==> config.mk <==
export PLATFORM = sky130hd
export DESIGN_NAME = vafbc_csr
export DESIGN_NICKNAME = d
export VERILOG_FILES = /design/src/hw/rtl/vafbc_pkg.sv /design/src/hw/rtl/vafbc_csr.sv
export SDC_FILE = /design/constraint.sdc
export NUM_CORES = 1
export LEC_CHECK = 0
export BUFFER_PORTS_ARGS = -buffer_cell sky130_fd_sc_hd__buf_4
export CAP_MARGIN = 20
export CORE_MARGIN = 4
export CORE_UTILIZATION = 40
export CTS_CLUSTER_SIZE = 12
export DETAILED_ROUTE_END_ITERATION = 8
export PLACE_DENSITY_LB_ADDON = 0.1
export SLEW_MARGIN = 25
export SYNTH_ARGS = -nofsm -noshare
export SYNTH_HDL_FRONTEND = slang
export SYNTH_SLANG_ARGS = --single-unit
==> constraint.sdc <==
create_clock -name clock -period 2.6 [get_ports clock]
set_clock_uncertainty 0.05 [all_clocks]
set_input_delay 0.26 -clock clock [delete_from_list [all_inputs] [get_ports clock]]
set_output_delay 0.26 -clock clock [all_outputs]
set_load 0.02 [all_outputs]
==> src/hw/rtl/vafbc_pkg.sv <==
// Shared types and constants for the vehicle acceleration filter / brake check.
// Holds the register index codes, the configuration struct and pipeline stage types.
// No dependencies; imported by vafbc_csr and the top level.
`default_nettype none

package vafbc_pkg;

   // Register file addressing
   localparam int unsigned CSR_IDX_W  = 3;
   localparam int unsigned CSR_DATA_W = 16;

   typedef enum logic [CSR_IDX_W-1:0] {
      CSR_COEF_B0         = 3'd0,
      CSR_COEF_B1         = 3'd1,
      CSR_COEF_B2         = 3'd2,
      CSR_COEF_A1         = 3'd3,
      CSR_COEF_A2         = 3'd4,
      CSR_SPEED_FACTOR    = 3'd5,
      CSR_SPEED_THRESHOLD = 3'd6
   } csr_idx_type;

   // Threat level codes
   typedef enum logic [1:0] {
      THREAT_NONE   = 2'd0,
      THREAT_LOW    = 2'd1,
      THREAT_MEDIUM = 2'd2,
      THREAT_HIGH   = 2'd3
   } threat_type;

   // Q2.14 unity and rounding constants
   localparam logic signed [15:0] COEF_UNITY   = 16'sd16384;
   localparam logic        [15:0] FACTOR_UNITY = 16'd16384;
   localparam int unsigned        Q14_SHIFT    = 14;

   // Configuration registers as seen by the datapath
   typedef struct packed {
      logic signed [15:0] coef_b0;
      logic signed [15:0] coef_b1;
      logic signed [15:0] coef_b2;
      logic signed [15:0] coef_a1;
      logic signed [15:0] coef_a2;
      logic        [15:0] speed_factor;
      logic        [15:0] speed_threshold;
   } cfg_type;

   localparam cfg_type CFG_RESET = '{
      coef_b0:         COEF_UNITY,
      coef_b1:         16'sd0,
      coef_b2:         16'sd0,
      coef_a1:         16'sd0,
      coef_a2:         16'sd0,
      speed_factor:    FACTOR_UNITY,
      speed_threshold: 16'd0
   };

   // Stage 1: feed-forward products and raw speed product
   typedef struct packed {
      logic signed [31:0] prod_b0;
      logic signed [31:0] prod_b1;
      logic signed [31:0] prod_b2;
      logic        [31:0] prod_speed;
      logic signed [15:0] decel_request;
      logic               brake_enable;
      logic        [1:0]  threat_level;
   } stage1_type;

   // Stage 2: feed-forward sum, compensated speed and brake decision
   typedef struct packed {
      logic signed [33:0] ff_sum;
      logic        [15:0] speed_out;
      logic signed [15:0] decel_request;
      logic               brake_enable;
      logic               brake_active;
   } stage2_type;

endpackage : vafbc_pkg

`default_nettype wire

==> src/hw/rtl/vafbc_csr.sv <==
// Configuration register file for the acceleration filter / brake check.
// Plain write port, no read-back; writes to unused indexes are dropped.
// Depends on vafbc_pkg.
`default_nettype none

module vafbc_csr
   import vafbc_pkg::*;
(
   input  wire logic                  clock,
   input  wire logic                  reset,
   input  wire logic                  csr_wr_en,
   input  wire logic [CSR_IDX_W-1:0]  csr_index,
   input  wire logic [CSR_DATA_W-1:0] csr_wdata,
   output cfg_type                    cfg
);

   cfg_type cfg_ff;
   cfg_type cfg_in;

   // Register decode
   always_comb begin
      cfg_in = cfg_ff;
      if (csr_wr_en) begin
         case (csr_index)
            CSR_COEF_B0:         cfg_in.coef_b0         = $signed(csr_wdata);
            CSR_COEF_B1:         cfg_in.coef_b1         = $signed(csr_wdata);
            CSR_COEF_B2:         cfg_in.coef_b2         = $signed(csr_wdata);
            CSR_COEF_A1:         cfg_in.coef_a1         = $signed(csr_wdata);
            CSR_COEF_A2:         cfg_in.coef_a2         = $signed(csr_wdata);
            CSR_SPEED_FACTOR:    cfg_in.speed_factor    = csr_wdata;
            CSR_SPEED_THRESHOLD: cfg_in.speed_threshold = csr_wdata;
            default: begin
               cfg_in = cfg_ff;
            end
         endcase
      end
   end

   always_ff @(posedge clock) begin
      if (reset) begin
         cfg_ff <= CFG_RESET;
      end else begin
         cfg_ff <= cfg_in;
      end
   end

   assign cfg = cfg_ff;

endmodule : vafbc_csr

`default_nettype wire

==> results of run 1 <==
==> final cells by class <==
type / instances / area share
repair buffers: 140 / 0.186
flip-flops and latches: 112 / 0.396
multi-input cells: 249 / 0.353
clock buffers: 9 / 0.0219
well taps: 136 / 0.0301
clock inverters: 4 / 0.0128
==> cells by family (layout without fill, tap and decap cells) <==
kind of cell,after synthesis,in the layout,synth area share
simple gates,137,137,0.200
mux,112,112,0.255
flops,112,112,0.511
buf+inv,28,153,0.0334
==> power breakdown <==
group,total (µW),leakage (µW),switching [µW],internal [µW]
Combinational,304,0.00187,165,140
Sequential,1780,0.000906,22.7,1750
Clock,1060,0.0000970,537,526
==> through the flow <==
stage	cells	power, µW
2_1_floorplan	389	1990
3_3_place_gp	637	2120
3_5_place_dp	637	2120
4_1_cts	650	3190
5_1_grt	650	3270
6_report	650	3140
==> worst paths after layout <==
path	start	to	cells after the start
setup reg to reg	cfg[29]	cfg[29]	2
setup / recovery	csr_index[0]	cfg[110]	3
hold / removal	csr_wdata[14]	cfg[30]	3
hold reg to reg	cfg[94]	cfg[94]	2
==> worst max-delay path, delay by kind of cell <==
kind / cells / cell delay (ps)
buffers and inverters: 1 / 130
multiplexers: 1 / 230
AND/OR/NAND/NOR: 1 / 910
==> metal layers <==
| metal | vias up | track usage | share of wire |
|---|---|---|---|
| met5 | - | 0 | 0 |
| met4 | 0 | 0.0505 | 0.0090 |
| met3 | 9 | 0.0519 | 0.071 |
| met2 | 87 | 0.280 | 0.46 |
| met1 | 1445 | 0.222 | 0.46 |
| li1 | 1527 | - | - |
==> cells in the mapped netlist <==
master and count:
nand4bb_1 2, dfxtp_1 112, buf_2 11, nor4b_1 1, or4b_1 1, nand2b_1 126, buf_12 1, mux2i_1 112
and4bb_2 1, nor2_1 3, nand4b_1 3, buf_4 1, buf_6 1, clkbuf_1 14
==> results.ini, run 1 <==
[critical_path]
endpoint_kind = register
path_class = input pin to register
cp-start-kind = input pin
worst-path-max-fanout = 14
crit_chain = buf_4, or4b_1, mux2i_1
rrSetupSlack_ps = 1900
worst_path_largest_cell_delay_ps = 910
critPathSlowestCell = or4b_1
crit_arrival_ps = 1550
worstPathRequired_ps = 2760

[clock_network]
post_cts_buffers = 0
cts_root_buffer = clkbuf_8
cts.sinks = 112
cts_tree = built
clock_path_buffers = 2
hold_buffers = 0
clk_pin_slew_ps = 90
cts_resized = 0
cts_buffers = 9
h-tree-depth = 3
clock_latency_ps = 350

[timing]
worst_pin_slew_ps = 820
max_freq_mhz = 720
slew_violations = 0
whs_ps = 137
rsz0062_at_grt = no
final-hold-violation-count = 0
post-route-period-util = 0.534
setup-tns-final_ps = 0
final.setup.worst_slack_ps = 1210
fin_crit_ps = 1390
slew_headroom = 0.453
setup_viol = 0

[synthesis]
avgSynthCellArea_um2 = 11.3
seq_area_frac_synth = 0.511
ys_ff_latch = 112
syn_area_um2 = 4390
yosysUniqueCellTypes = 14
ys_warn_count = 0
syn_inst = 389
synth_top_cell_area_share = 0.511
syn-num-nets = 411
yosys-top-cells-area = dfxtp_1 (51%), mux2i_1 (26%), nand2b_1 (18%), buf_2 (1.3%), clkbuf_1 (1.2%)
yosysTopAreaCell = dfxtp_1

[final_layout]
regArea_um2 = 2240
areaGrowthSynthToFinish_pct = 29.0
largest_register_ff_count = 112
final_area_um2 = 5660
final_common_cell = buf_4
multi_input_area_um2 = 2000
final_nets = 534
drive_gt1_frac = 0.300
fillCellCount = 935
insertedDiodeCount = 0
fin_util = 0.539
final_cell_mix = buf_4 (140), nand2b_1 (126), mux2i_1 (112), dfxtp_1 (112), clkbuf_8 (9)

[min_path]
hold_path_class = input pin to register

[global_route]
antenna_found_initial = 0
first_global_vias = 3211
grt_pass1_wl_mm = 17.3
overflow = 0
grt_max_degree = 68
track_usage = 0.173

[power]
ir_drop_uv = 237
p_leak_uw = 0.00288
power_density_nw_per_um2 = 555

[run]
maxCapViolCount = 0

[die]
fp.dieW_um = 113
die_y_um = 113
fp-row-count = 37
io_pins = 134
die_area_um2 = 12700
start_util = 0.418
core-area_um2 = 10500

[drt]
routed_wirelength_mm = 10.9
vias = 3068
ant_nets = 0
drc_errors = 0
wl_per_cell_um = 16.8
viasPerCell = 4.72
drtIter0Drc = 59
drt_first_pass_iters = 4

[place]
dpl.hpwl_mm = 7.70
pre_cts_slack_ps = 836
place_area_um2 = 5460
port_buffers = 133
place_congestion = 0.773

[status]
outcome = finished clean

(Power assumes the default switching activity.)
==> run 2: changes to the inputs <==
==> constraint.sdc (replaced) <==
create_clock -name clock -period 1.3 [get_ports clock]
set_clock_uncertainty 0.05 [all_clocks]
set_input_delay 0.13 -clock clock [delete_from_list [all_inputs] [get_ports clock]]
set_output_delay 0.13 -clock clock [all_outputs]
set_load 0.02 [all_outputs]
==> results.ini, run 2 (synthesis results as in run 1) <==
[status]
outcome = finished clean

[critical_path]
worstPathBufferInverterCount = 1
cp_top_family = flip-flops
worst_path_largest_cell_delay_ps = 390
crit_start = cfg[65]
critPathSlowestCell = dfxtp_1
cp-start-kind = register
rrSetupSlack_ps = 600
path_class = register to primary output
crit_chain = buf_4
worstPathRequired_ps = 1120
crit_arrival_ps = 910
worst-path-max-fanout = 2
r2r-start = cfg[46]
endpoint_kind = primary output

[clock_network]
hold_buffers = 1
clk_pin_slew_ps = 100
clock_latency_ps = 350
h-tree-depth = 3
cts_buffers = 9
clock_path_buffers = 2
cts_tree = built
cts_resized = 0
cts.sinks = 112
post_cts_buffers = 0
cts_root_buffer = clkbuf_8

[final_layout]
fillCellCount = 938
final_nets = 543
final_common_cell = buf_4
largest_register_ff_count = 112
drive_gt1_frac = 0.312
areaGrowthSynthToFinish_pct = 31.8
final_cell_mix = buf_4 (142), nand2b_1 (126), mux2i_1 (112), dfxtp_1 (112), clkbuf_8 (10)
insertedDiodeCount = 0
final_area_um2 = 5790

[die]
die_y_um = 113
fp.dieW_um = 113
start_util = 0.418
die_area_um2 = 12700
fp-row-count = 37
core-area_um2 = 10500
io_pins = 134

[global_route]
antenna_found_initial = 0
first_global_vias = 3121
overflow = 0
grt_use_met1 = 0.224
gr-max-usage-layer = met2
gr-usage-met2 = 0.276
track_usage = 0.170
grt_max_degree = 44
grt_pass1_wl_mm = 17.1
grtUsageMet3 = 0.0412

[power]
power_density_nw_per_um2 = 1060
p_leak_uw = 0.00295
ir_drop_uv = 449

[timing]
whs_ps = 161
slew_violations = 0
fin_crit_ps = 1090
post-route-period-util = 0.839
worst_pin_slew_ps = 439
final-hold-violation-count = 0
max_freq_mhz = 917
slew_headroom = 0.708
rsz0062_at_grt = no
setup_viol = 0

[place]
place_congestion = 0.780
port_buffers = 133
place_area_um2 = 5600
dpl.hpwl_mm = 7.71

[drt]
drt_first_pass_iters = 4
vias = 3118
drc_errors = 0
routed_wirelength_mm = 10.9
ant_nets = 0
viasPerCell = 4.72
drtIter0Drc = 77
wl_per_cell_um = 16.5

[min_path]
hold_path_class = input pin to register
hold_path.startpoint = csr_wdata[5]

[run]
maxCapViolCount = 0

==> run 2: path summary, 6_finish.rpt <==
path | endpoint | depth (start not counted)
setup / recovery | cfg[65] | 1
hold / removal | cfg[101] | 3
setup reg to reg | cfg[46] | 2
hold reg to reg | cfg[82] | 2
==> run 2: metal layers <==
layer,wire [µm],part of all wire
met5,0,0
met4,131,0.012
met3,651,0.060
met2,5100,0.47
met1,5010,0.46
==> run 2: per-stage QoR <==
stage	total power, µW	worst slack, ps	TNS [ps]	util	cells
after global routing	6360	175	0	0.551	661
final	6130	209	0	0.551	661
after floorplan	3990	77.0	0	-	389
after global placement	4270	-38.0	-478	0.533	645
after detailed placement	4280	-41.9	-376	0.533	645
after CTS	6210	193	0	0.551	661
==> run 2: layout make-up <==
class | instances | area (µm²) | share of cell area
sequential | 112 | 2240 | 0.387
multi-input combinational | 249 | 2000 | 0.346
timing repair buffer | 149 | 1200 | 0.207
tap | 136 | 170 | 0.0294
clock buffer | 10 | 138 | 0.0238
clock inverter | 5 | 40.0 | 0.00692
==> run 2: where the power goes <==
group	total [µW]	internal, µW	leakage, µW	switching, µW
clock	1940	759	0.0000931	1180
combinational	638	304	0.00195	334
sequential	3550	3510	0.000906	45.5
total	6130	4570	0.00295	1560
==> run 3: changes to the inputs <==
==> constraint.sdc (replaced) <==
create_clock -name clock -period 0.9 [get_ports clock]
set_clock_uncertainty 0.05 [all_clocks]
set_input_delay 0.09 -clock clock [delete_from_list [all_inputs] [get_ports clock]]
set_output_delay 0.09 -clock clock [all_outputs]
set_load 0.02 [all_outputs]
==> results.ini, run 3 (synthesis results as in run 1) <==
[run]
maxCapViolCount = 0

[critical_path]
worstPathRequired_ps = 760
rrSetupSlack_ps = 30
worst_path_largest_cell_delay_ps = 370
path_class = register to primary output
endpoint_kind = primary output
reg2reg_to = cfg[104]
worstPathBufferInverterCount = 1
crit_arrival_ps = 860
cp-start-kind = register
crit_chain = buf_6
r2r-start = cfg[104]
critPathSlowestCell = dfxtp_2
worst-path-max-fanout = 2
cp_top_family = flip-flops
reg2regPathDepth = 4

[die]
io_pins = 134
fp.dieW_um = 113
fp-row-count = 37
die_area_um2 = 12700
die_y_um = 113
start_util = 0.418
core-area_um2 = 10500

[power]
power.share.switching = 0.248
power_uw = 9800
power_density_nw_per_um2 = 1410
p_comb_frac = 0.121
internal_power_uw = 7370
power.share.clock = 0.351
pwr-share-seq = 0.528
p_switching_uw = 2420
p_leak_uw = 0.00343
ir_drop_uv = 1220

[final_layout]
largest_register_ff_count = 112
drive_gt1_frac = 0.580
final_common_cell = nand2b_1
fin_util = 0.659
final_nets = 598
final_cell_mix = nand2b_1 (122), buf_6 (115), dfxtp_2 (112)
insertedDiodeCount = 0
fillCellCount = 844
areaGrowthSynthToFinish_pct = 57.9

[timing]
final.setup.worst_slack_ps = -103
post-route-period-util = 1.11
rsz0062_at_grt = yes
slew_violations = 0
setup_viol = 112
fin_crit_ps = 1000
slew_headroom = 0.764
final-hold-violation-count = 0
max_freq_mhz = 997
whs_ps = 17.5
worst_pin_slew_ps = 355

[place]
dpl.hpwl_mm = 8.42
place_congestion = 0.757
port_buffers = 133

[clock_network]
cts.sinks = 112
cts_root_buffer = clkbuf_8
clock_latency_ps = 350
clock_path_buffers = 2
h-tree-depth = 3
cts_buffers = 9
cts_tree = built
clk_pin_slew_ps = 120

[global_route]
grt_max_degree = 42
antenna_found_initial = 0
track_usage = 0.192
grt_pass1_wl_mm = 19.3
overflow = 0
first_global_vias = 3601

[min_path]
hold_path.startpoint = csr_wdata[12]
hold_path_class = input pin to register
hold_depth = 3
min_to = cfg[92]

[drt]
drtIter0Drc = 102
viasPerCell = 4.67
drt_first_pass_iters = 4
ant_nets = 0
drc_errors = 0
vias = 3351
routed_wirelength_mm = 12.0
wl_per_cell_um = 16.7

[status]
outcome = complete, but fails checks
violations = setup timing

## run 3: timing repair
| action | in CTS | in global routing |
|---|---|---|
| setup endpoints to repair | 112 | 116 |
| cloned | 0 | 0 |
| hold buffers | 3 | 0 |
| endpoints found under the hold margin | 4 | 0 |
| gates resized for setup | 224 | 5 |
| setup buffers | 18 | 10 |
## run 3: layer usage
metal,vias to the layer above,wire (µm),track usage
met5,-,0,0
met4,0,142,0.0465
met3,13,737,0.0519
met2,93,6040,0.338
met1,1580,5060,0.234
li1,1665,-,-
## run 3: power by group through the flow
stage / combinational (µW) / clock [µW] / sequential (µW)
floorplan: 413 / 0 / 5360
global placement: 1070 / 0 / 5240
detailed placement: 1080 / 0 / 5250
CTS: 1180 / 3550 / 5170
global route: 1270 / 3740 / 5180
finish: 1190 / 3440 / 5170
## run 3: how the worst max path moves through the flow
stage | startpoint | depth (start not counted) | to | slack (ps)
floorplan | csr_index[0] | 4 | cfg[101] | -270
global placement | csr_index[0] | 3 | cfg[107] | -340
detailed placement | csr_index[0] | 3 | cfg[107] | -370
CTS | cfg[102] | 1 | cfg[102] | -120
global route | cfg[94] | 1 | cfg[94] | -150
finish | cfg[94] | 1 | cfg[94] | -100
## run 3: area by class of cell
| cell class | count | area (µm²) | share of cell area |
|---|---|---|---|
| Clock inverter | 7 | 114 | 0.0164 |
| Clock buffer | 9 | 124 | 0.0179 |
| Multi-Input combinational cell | 249 | 2040 | 0.295 |
| Sequential cell | 112 | 2380 | 0.344 |
| Timing Repair Buffer | 204 | 2100 | 0.302 |
| Tap cell | 136 | 170 | 0.0246 |
## run 3: per-stage QoR
stage / std cells / setup slack [ps] / setup TNS (ps) / instance area, µm²
after floorplan: 389 / -267 / -4480 / 4460
after global placement: 671 / -344 / -24130 / 5880
after detailed placement: 671 / -367 / -24930 / 5880
after CTS: 708 / -123 / -10350 / 6840
after global routing: 717 / -146 / -13000 / 6930
final: 717 / -103 / -7710 / 6930
## run 3: worst reg2reg max path, cell delays in order, from the launching register on
cell and delay (ps):
dfxtp_2 350, buf_4 130, buf_4 120, nand2b_1 60
mux2i_1 60
